`config.mk`:
```
export PLATFORM = sky130hd
export DESIGN_NAME = expiring_packet_fifo_core_flat
export DESIGN_NICKNAME = d
export VERILOG_FILES = /design/src/rtl/epf_pkg.sv /design/src/rtl/epf_if.sv /design/src/rtl/expiring_packet_fifo_core.sv /design/src/flat_wrapper.sv
export SDC_FILE = /design/constraint.sdc
export NUM_CORES = 2
export LEC_CHECK = 0
export BUFFER_PORTS_ARGS = -buffer_cell sky130_fd_sc_hd__clkbuf_2
export CORE_MARGIN = 2
export CORE_UTILIZATION = 50
export DETAILED_ROUTE_END_ITERATION = 12
export PLACE_DENSITY = 0.69
export SYNTH_ARGS = -nofsm -noshare
export SYNTH_HDL_FRONTEND = slang
export SYNTH_SLANG_ARGS = --single-unit
export TNS_END_PERCENT = 5
```
`constraint.sdc`:
```
create_clock -name clock -period 11.48 [get_ports clock]
set_input_delay 0.574 -clock clock [delete_from_list [all_inputs] [get_ports clock]]
set_output_delay 0.574 -clock clock [all_outputs]
set_load 0.02 [all_outputs]
```
`src/rtl/epf_pkg.sv`:
```
package epf_pkg;

   localparam int DEPTH = 16;
   localparam int PTR_W = $clog2(DEPTH);
   localparam int CNT_W = $clog2(DEPTH + 1);

   localparam logic [PTR_W-1:0] PTR_LAST = PTR_W'(DEPTH - 1);
   localparam logic [CNT_W-1:0] CNT_FULL = CNT_W'(DEPTH);

   typedef enum logic {
      REQ_ENQUEUE = 1'b0,
      REQ_DEQUEUE = 1'b1
   } req_kind_type;

   typedef enum logic [1:0] {
      STATUS_DONE  = 2'd0,
      STATUS_FULL  = 2'd1,
      STATUS_EMPTY = 2'd2
   } status_type;

   typedef enum logic {
      ST_IDLE,
      ST_EVAL
   } state_type;

endpackage

```
`src/rtl/epf_if.sv`:
```
interface epf_req_if;
   logic        valid;
   logic        ready;
   logic        req_type;
   logic [31:0] now_time;
   logic [7:0]  msg_type;
   logic [7:0]  iface_index;
   logic [15:0] packet_handle;

   modport source (output valid, req_type, now_time, msg_type, iface_index, packet_handle,
                   input ready);
   modport sink   (input valid, req_type, now_time, msg_type, iface_index, packet_handle,
                   output ready);
endinterface

interface epf_rsp_if;
   logic        valid;
   logic        ready;
   logic [1:0]  status;
   logic [7:0]  out_msg_type;
   logic [7:0]  out_iface;
   logic [15:0] out_handle;
   logic [31:0] waited_time;

   modport source (output valid, status, out_msg_type, out_iface, out_handle, waited_time,
                   input ready);
   modport sink   (input valid, status, out_msg_type, out_iface, out_handle, waited_time,
                   output ready);
endinterface

interface epf_csr_if;
   logic        valid;
   logic        ready;
   logic [31:0] data;

   modport source (output valid, data, input ready);
   modport sink   (input valid, data, output ready);
endinterface

```
`src/rtl/expiring_packet_fifo_core.sv`:
```
// Expiring packet descriptor FIFO.
// req_ch: one request per handshake; req_type selects enqueue or dequeue, now_time
//   is the current tick count, the descriptor fields matter only on enqueue.
// rsp_ch: exactly one response per request, in request order.
// csr_ch: writes the expiry timeout; each enqueued entry keeps the value in force
//   when it was stored. Write only while no request is in flight.
// Timing: a request is taken in idle, the head entry is read from the descriptor
//   RAM into a read register and evaluated the next cycle. Enqueue and a dequeue
//   that hits a live head respond from that evaluation; each expired head skipped
//   on dequeue is discarded and costs one RAM read of the new head.
// The response sits in an output register, so the next request is taken while a
//   response still waits. If the receiver stalls and that register is occupied,
//   the block holds in evaluation until the register frees up.
// Reset: queue empty, pointers zero, timeout 1000. The RAMs are not cleared;
//   only entries between head and tail are ever used.
module expiring_packet_fifo_core (
   input  logic      clock,
   input  logic      reset,
   epf_req_if.sink   req_ch,
   epf_rsp_if.source rsp_ch,
   epf_csr_if.sink   csr_ch
);
   import epf_pkg::*;

   // descriptor RAMs: {msg_type, iface, handle} and {arrival, timeout}
   logic [31:0] info_mem  [DEPTH];
   logic [63:0] times_mem [DEPTH];
   logic [31:0] rd_info_ff;
   logic [63:0] rd_times_ff;

   state_type state_ff, state_in;

   logic [PTR_W-1:0] head_ff, head_in, tail_ff, tail_in;
   logic [CNT_W-1:0] count_ff, count_in;
   logic [31:0]      timeout_ff;

   // latched request
   req_kind_type rq_kind_ff;
   logic [31:0]  rq_now_ff;
   logic [7:0]   rq_msg_ff, rq_iface_ff;
   logic [15:0]  rq_handle_ff;

   // response register
   logic        rsp_valid_ff;
   logic [1:0]  rsp_status_ff;
   logic [7:0]  rsp_msg_ff, rsp_iface_ff;
   logic [15:0] rsp_handle_ff;
   logic [31:0] rsp_waited_ff;

   logic        req_accept, out_free, rsp_load, wr_en, is_full, expired;
   logic [31:0] age;
   status_type  status_in;
   logic        fields_in;

   assign req_accept = req_ch.valid && req_ch.ready;
   assign out_free   = !rsp_valid_ff || rsp_ch.ready;
   assign age        = rq_now_ff - rd_times_ff[63:32];
   assign expired    = age > rd_times_ff[31:0];
   assign is_full    = count_ff == CNT_FULL;

   function automatic logic [PTR_W-1:0] next_slot(input logic [PTR_W-1:0] p);
      return (p == PTR_LAST) ? '0 : p + 1'b1;
   endfunction

   // next state
   always_comb begin
      state_in = state_ff;
      unique case (state_ff)
         ST_IDLE: if (req_accept) state_in = ST_EVAL;
         ST_EVAL: if (rsp_load)   state_in = ST_IDLE;
         default: state_in = ST_IDLE;
      endcase
   end

   // datapath control
   always_comb begin
      req_ch.ready = state_ff == ST_IDLE;
      rsp_load     = 1'b0;
      wr_en        = 1'b0;
      status_in    = STATUS_DONE;
      fields_in    = 1'b0;
      head_in      = head_ff;
      tail_in      = tail_ff;
      count_in     = count_ff;
      if (state_ff == ST_EVAL) begin
         if (rq_kind_ff == REQ_ENQUEUE) begin
            if (is_full && !expired) begin
               if (out_free) begin
                  rsp_load  = 1'b1;
                  status_in = STATUS_FULL;
               end
            end else if (out_free) begin
               rsp_load = 1'b1;
               wr_en    = 1'b1;
               tail_in  = next_slot(tail_ff);
               if (is_full) head_in  = next_slot(head_ff);   // expired head dropped
               else         count_in = count_ff + 1'b1;
            end
         end else begin
            if (count_ff == '0) begin
               if (out_free) begin
                  rsp_load  = 1'b1;
                  status_in = STATUS_EMPTY;
               end
            end else if (expired) begin
               // discard and re-read the new head next cycle
               head_in  = next_slot(head_ff);
               count_in = count_ff - 1'b1;
            end else if (out_free) begin
               rsp_load  = 1'b1;
               fields_in = 1'b1;
               head_in   = next_slot(head_ff);
               count_in  = count_ff - 1'b1;
            end
         end
      end
   end

   // RAMs: read always follows the next head; writes only happen in the cycle
   // before returning to idle, so no read is in flight on a written slot
   always_ff @(posedge clock) begin
      rd_info_ff  <= info_mem[head_in];
      rd_times_ff <= times_mem[head_in];
      if (wr_en) begin
         info_mem[tail_ff]  <= {rq_msg_ff, rq_iface_ff, rq_handle_ff};
         times_mem[tail_ff] <= {rq_now_ff, timeout_ff};
      end
   end

   always_ff @(posedge clock) begin
      if (reset) begin
         state_ff   <= ST_IDLE;
         head_ff    <= '0;
         tail_ff    <= '0;
         count_ff   <= '0;
         timeout_ff <= 32'd1000;
      end else begin
         state_ff <= state_in;
         head_ff  <= head_in;
         tail_ff  <= tail_in;
         count_ff <= count_in;
         if (csr_ch.valid && csr_ch.ready) timeout_ff <= csr_ch.data;
      end
   end

   always_ff @(posedge clock) begin
      if (req_accept) begin
         rq_kind_ff   <= req_kind_type'(req_ch.req_type);
         rq_now_ff    <= req_ch.now_time;
         rq_msg_ff    <= req_ch.msg_type;
         rq_iface_ff  <= req_ch.iface_index;
         rq_handle_ff <= req_ch.packet_handle;
      end
   end

   always_ff @(posedge clock) begin
      if (reset) begin
         rsp_valid_ff <= 1'b0;
      end else if (rsp_load) begin
         rsp_valid_ff <= 1'b1;
      end else if (rsp_ch.ready) begin
         rsp_valid_ff <= 1'b0;
      end
   end

   always_ff @(posedge clock) begin
      if (rsp_load) begin
         rsp_status_ff <= status_in;
         rsp_msg_ff    <= fields_in ? rd_info_ff[31:24] : 8'd0;
         rsp_iface_ff  <= fields_in ? rd_info_ff[23:16] : 8'd0;
         rsp_handle_ff <= fields_in ? rd_info_ff[15:0]  : 16'd0;
         rsp_waited_ff <= fields_in ? age               : 32'd0;
      end
   end

   assign csr_ch.ready        = 1'b1;
   assign rsp_ch.valid        = rsp_valid_ff;
   assign rsp_ch.status       = rsp_status_ff;
   assign rsp_ch.out_msg_type = rsp_msg_ff;
   assign rsp_ch.out_iface    = rsp_iface_ff;
   assign rsp_ch.out_handle   = rsp_handle_ff;
   assign rsp_ch.waited_time  = rsp_waited_ff;

   // occupancy never exceeds the ring size
   a_count_bound: assert property (@(posedge clock) disable iff (reset)
      count_ff <= CNT_FULL)
      else $error("entry count above depth");

   // tail always sits count entries past head on the ring
   a_ring_consistent: assert property (@(posedge clock) disable iff (reset)
      ({1'b0, tail_ff} + (CNT_W + 1)'(0) == {1'b0, head_ff} + count_ff) ||
      ({1'b0, tail_ff} + (CNT_W + 1)'(DEPTH) == {1'b0, head_ff} + count_ff))
      else $error("head, tail and count disagree");

   // empty is reported only for an empty queue
   a_empty_only_when_empty: assert property (@(posedge clock) disable iff (reset)
      (rsp_load && status_in == STATUS_EMPTY) |-> count_ff == '0)
      else $error("empty status with entries present");

   // a finished request frees the request side in the following cycle
   a_load_returns_idle: assert property (@(posedge clock) disable iff (reset)
      rsp_load |=> req_ch.ready && rsp_valid_ff)
      else $error("response load did not return to idle");

   // a rejected enqueue leaves the queue untouched
   a_full_no_change: assert property (@(posedge clock) disable iff (reset)
      (rsp_load && status_in == STATUS_FULL) |=>
         (count_ff == $past(count_ff) && tail_ff == $past(tail_ff) &&
          head_ff == $past(head_ff)))
      else $error("rejected enqueue modified the queue");

endmodule

```
`src/flat_wrapper.sv`:
```
// flat-port wrapper written by rule: the top's interface ports become plain ports
module expiring_packet_fifo_core_flat import epf_pkg::*;
  (clock, reset, req_ch_valid, req_ch_req_type, req_ch_now_time, req_ch_msg_type, req_ch_iface_index, req_ch_packet_handle, req_ch_ready, rsp_ch_valid, rsp_ch_status, rsp_ch_out_msg_type, rsp_ch_out_iface, rsp_ch_out_handle, rsp_ch_waited_time, rsp_ch_ready, csr_ch_valid, csr_ch_data, csr_ch_ready);
  epf_req_if req_ch_i ();
  epf_rsp_if rsp_ch_i ();
  epf_csr_if csr_ch_i ();
  input  logic clock;
  input  logic reset;
  input wire logic [$bits(req_ch_i.valid)-1:0] req_ch_valid;
  input wire logic [$bits(req_ch_i.req_type)-1:0] req_ch_req_type;
  input wire logic [$bits(req_ch_i.now_time)-1:0] req_ch_now_time;
  input wire logic [$bits(req_ch_i.msg_type)-1:0] req_ch_msg_type;
  input wire logic [$bits(req_ch_i.iface_index)-1:0] req_ch_iface_index;
  input wire logic [$bits(req_ch_i.packet_handle)-1:0] req_ch_packet_handle;
  output wire logic [$bits(req_ch_i.ready)-1:0] req_ch_ready;
  output wire logic [$bits(rsp_ch_i.valid)-1:0] rsp_ch_valid;
  output wire logic [$bits(rsp_ch_i.status)-1:0] rsp_ch_status;
  output wire logic [$bits(rsp_ch_i.out_msg_type)-1:0] rsp_ch_out_msg_type;
  output wire logic [$bits(rsp_ch_i.out_iface)-1:0] rsp_ch_out_iface;
  output wire logic [$bits(rsp_ch_i.out_handle)-1:0] rsp_ch_out_handle;
  output wire logic [$bits(rsp_ch_i.waited_time)-1:0] rsp_ch_waited_time;
  input wire logic [$bits(rsp_ch_i.ready)-1:0] rsp_ch_ready;
  input wire logic [$bits(csr_ch_i.valid)-1:0] csr_ch_valid;
  input wire logic [$bits(csr_ch_i.data)-1:0] csr_ch_data;
  output wire logic [$bits(csr_ch_i.ready)-1:0] csr_ch_ready;
  assign req_ch_i.valid = req_ch_valid;
  assign req_ch_i.req_type = req_ch_req_type;
  assign req_ch_i.now_time = req_ch_now_time;
  assign req_ch_i.msg_type = req_ch_msg_type;
  assign req_ch_i.iface_index = req_ch_iface_index;
  assign req_ch_i.packet_handle = req_ch_packet_handle;
  assign req_ch_ready = req_ch_i.ready;
  assign rsp_ch_valid = rsp_ch_i.valid;
  assign rsp_ch_status = rsp_ch_i.status;
  assign rsp_ch_out_msg_type = rsp_ch_i.out_msg_type;
  assign rsp_ch_out_iface = rsp_ch_i.out_iface;
  assign rsp_ch_out_handle = rsp_ch_i.out_handle;
  assign rsp_ch_waited_time = rsp_ch_i.waited_time;
  assign rsp_ch_i.ready = rsp_ch_ready;
  assign csr_ch_i.valid = csr_ch_valid;
  assign csr_ch_i.data = csr_ch_data;
  assign csr_ch_ready = csr_ch_i.ready;
  expiring_packet_fifo_core u_core (.clock(clock), .reset(reset), .req_ch(req_ch_i), .rsp_ch(rsp_ch_i), .csr_ch(csr_ch_i));
endmodule
```
==> flow_metrics.tcl <==
set metrics [dict create \
    outcome "completed" \
    insertion_delay_ns 0.82 \
    slowest_stage "nor2_4" \
    max-cap-violations 0 \
    ys_seq_area_share_pct 74.3 \
    layout-drive-gt1-share_pct 17.1 \
    die_y_um 381 \
    wirelength_um 165000 \
    irDropWorstVdd_mv 0.418 \
    cts-resized-gates 0 \
    root_buffer "clkbuf_16" \
    synth_area_um2 71200 \
    dieWidth_um 381 \
    syn-instance-count 4281 \
    syn_avg_cell_area_um2 16.6 \
    hold_buffers 86 \
    boundaryPins 171 \
    clk_pin_slew_worst_paths_ns 0.06 \
    htree_levels 4 \
    critPathLaunchType "flip-flop" \
    cp_num_buf_inv 3 \
    die_area_um2 145000 \
    crit_arrival_ns 8.77 \
    min_path_type "primary input to flip-flop" \
    fp-row-count 138 \
    stdcell_count 6588 \
    drt_iter0_markers 3710 \
    routedWlPerCell_um 25.0 \
    worst_slack_ns 3.14 \
    grt_use_total_pct 22.6 \
    cts_tree "done" \
    io_buffers 169 \
    ys_async_sr_fraction_pct 0 \
    endpoint_kind "flip-flop" \
    synth-seq-cells 1810 \
    dp_slack_ns 3.09 \
    initial_core_util_pct 50.3 \
    via_per_inst 5.75 \
    leakagePower_uw 0.0300 \
    crit_family "compound AO/OA/AOI/OAI gates" \
    power_density_nw_per_um2 241 \
    grt_pass1_wl_um 245000 \
    synth-edff-count 1667 \
    placed_cell_area_um2 74100 \
    gp_congestion 0.816 \
    hpwl_um 89300 \
    clock_path_buffers 3 \
    antenna_found_initial 10 \
    nFillCells 10600 \
    stdcell_area_um2 80600 \
    drc 0 \
    max_freq_mhz 120 \
    synth_ff_type "edfxtp_1" \
    layout_min_cycle_time_ns 8.34 \
    post-cts-setup-buffer-count 0 \
    drtPass1Iterations 6 \
    nNetsFinal 4718 \
    ant_nets 0 \
    syn_to_final_growth_pct 13.2 \
    synth_cell_types 61 \
    cts_buffers 179 \
    path_max_fanout 41 \
    critPathKind "flip-flop to flip-flop" \
    synth_warnings 0 \
    rsz0062_at_grt "no" \
    clock_skew_ns 0.0585 \
    grt_overflow 0 \
    setup_viol 0 \
    cpPeakStageDelay_ns 0.89 \
    grt_max_degree 209 \
    core_area_um2 141000 \
    design_power_total_uw 19400 \
    finalMaxSlewViolations 0 \
    tightest_slew_ns 1.21 \
    slew-limit-headroom_pct 19.1 \
    grt_pass1_vias 37800 \
    fin_crit_sh_pct 72.6 \
    cts.sinks 1810 \
    required_ns 11.91 \
    num_vias 37900 \
    syn-num-nets 4456 \
    hold_viol 0 \
    dp.cells 6166 \
]
-- report_power, final --
| part | total (uW) | leakage [uW] | internal [uW] | switching (uW) |
|---|---|---|---|---|
| registers | 7840 | 0.0163 | 7560 | 278 |
| logic | 5960 | 0.0109 | 2660 | 3300 |
| clock network | 5640 | 0.00278 | 3180 | 2460 |
-- metal layers --
layer / track usage, % / part of all wire [%] / vias up
met5: 0 / 0.041 / -
met4: 6.39 / 2.4 / 10
met3: 3.98 / 6.9 / 253
met2: 36.1 / 48 / 1341
met1: 31.9 / 43 / 19200
li1: - / - / 17100
-- area by class of cell --
| class | instances | area, um2 | share of cell area, % |
|---|---|---|---|
| Timing Repair Buffer | 317 | 2300 | 2.85 |
| Clock buffer | 250 | 4950 | 6.14 |
| Clock inverter | 85 | 741 | 0.919 |
| Tap cell | 1890 | 2360 | 2.93 |
| Multi-Input combinational cell | 2157 | 17100 | 21.2 |
| Inverter | 78 | 293 | 0.363 |
| Antenna cell | 1 | 2.50 | 0.00310 |
| Sequential cell | 1810 | 52900 | 65.6 |
-- synthesized netlist by cell type (3+ instances only) --
master       n  area [um2]
edfxtp_1  1667       50100
nand2_1    418        1570
mux2i_1    414        4140
o211ai_1   388        2910
mux2_2     291        3280
dfxtp_1    143        2860
clkbuf_1   110         413
nand4_1    103         644
buf_2       93         465
mux2_1      93        1050
inv_1       78         293
nor2_1      73         274
ha_1        71         888
and2_1      63         394
a21oi_1     33         165
a21o_1      28         210
xnor2_1     23         201
o21ai_0     22         110
buf_1       13        48.8
buf_6       13         146
nand3_1     13        65.1
nor2b_1     13        81.3
xor2_1      12         105
a31oi_1     11        68.8
nor3_1      11        55.1
nand2b_1     9        56.3
a211o_1      7        61.3
buf_4        7        52.6
and3_1       6        37.5
a211oi_1     5        37.5
o21a_1       4        30.0
o21bai_1     4        30.0
nor4_1       3        18.8
or4_1        3        22.5
-- sequential cells by signal (all words and copies together) (netlist names), 5 cells and up --
name	count
u_core.times_mem	1024
u_core.info_mem	512
u_core.rd_times_ff	64
u_core.rd_info_ff	32
u_core.rq_now_ff	32
u_core.rsp_ch.waited_time	32
u_core.timeout_ff	32
u_core.rq_handle_ff	16
u_core.rsp_ch.out_handle	16
u_core.rq_iface_ff	8
u_core.rq_msg_ff	8
u_core.rsp_ch.out_iface	8
u_core.rsp_ch.out_msg_type	8
u_core.count_ff	5
-- cell families after synthesis --
| kind of cell | after synthesis | share of synthesized area (%) |
|---|---|---|
| multiplexers | 798 | 11.9 |
| buffers and inverters | 314 | 1.99 |
| AND/OR/NAND/NOR | 726 | 4.66 |
| adder cells (fa/ha/maj) | 73 | 1.30 |
| flip-flops | 1810 | 74.3 |
| AO/OA/AOI/OAI | 524 | 5.39 |
| other | 1 | 0.00527 |
| XOR/XNOR | 35 | 0.431 |
-- path summary, 6_finish.rpt --
check,from,end,slack (ns),cells after the start
setup reg to reg,u_core.rq_now_ff[0],u_core.info_mem[4][16],3.14,25
hold / removal,csr_ch_data[1],u_core.timeout_ff[1],0.05,3
hold reg to reg,u_core.rd_info_ff[5],u_core.rsp_ch.out_handle[5],0.52,1
setup / recovery,u_core.rq_now_ff[0],u_core.info_mem[4][16],3.14,25
-- stage by stage --
stage	hold slack (ns)	util, %	TNS, ns
floorplan	0.482	-	-168.35
global placement	0.513	52.4	0
detailed placement	0.517	52.4	0
CTS	0.00479	57.0	0
global route	0.0266	57.0	0
finish	0.0453	57.0	0
-- tightest hold or removal path: cells and delay by family --
| family | cells | cell delay (ns) |
|---|---|---|
| buf+inv | 1 | 0.11 |
| simple gates | 1 | 0.07 |
| mux | 1 | 0.07 |
-- placed cells by master (no fill, tap or decap), drive strengths merged, types with 73 or more instances in the layout --
cell	n
inv	85
nand2	418
mux2	384
mux2i	414
dfxtp	143
nand4	103
edfxtp	1667
dlygate4sd3	86
nor2	73
o211ai	389
clkbuf	419
Note: power is estimated with default switching activity, not from simulation.
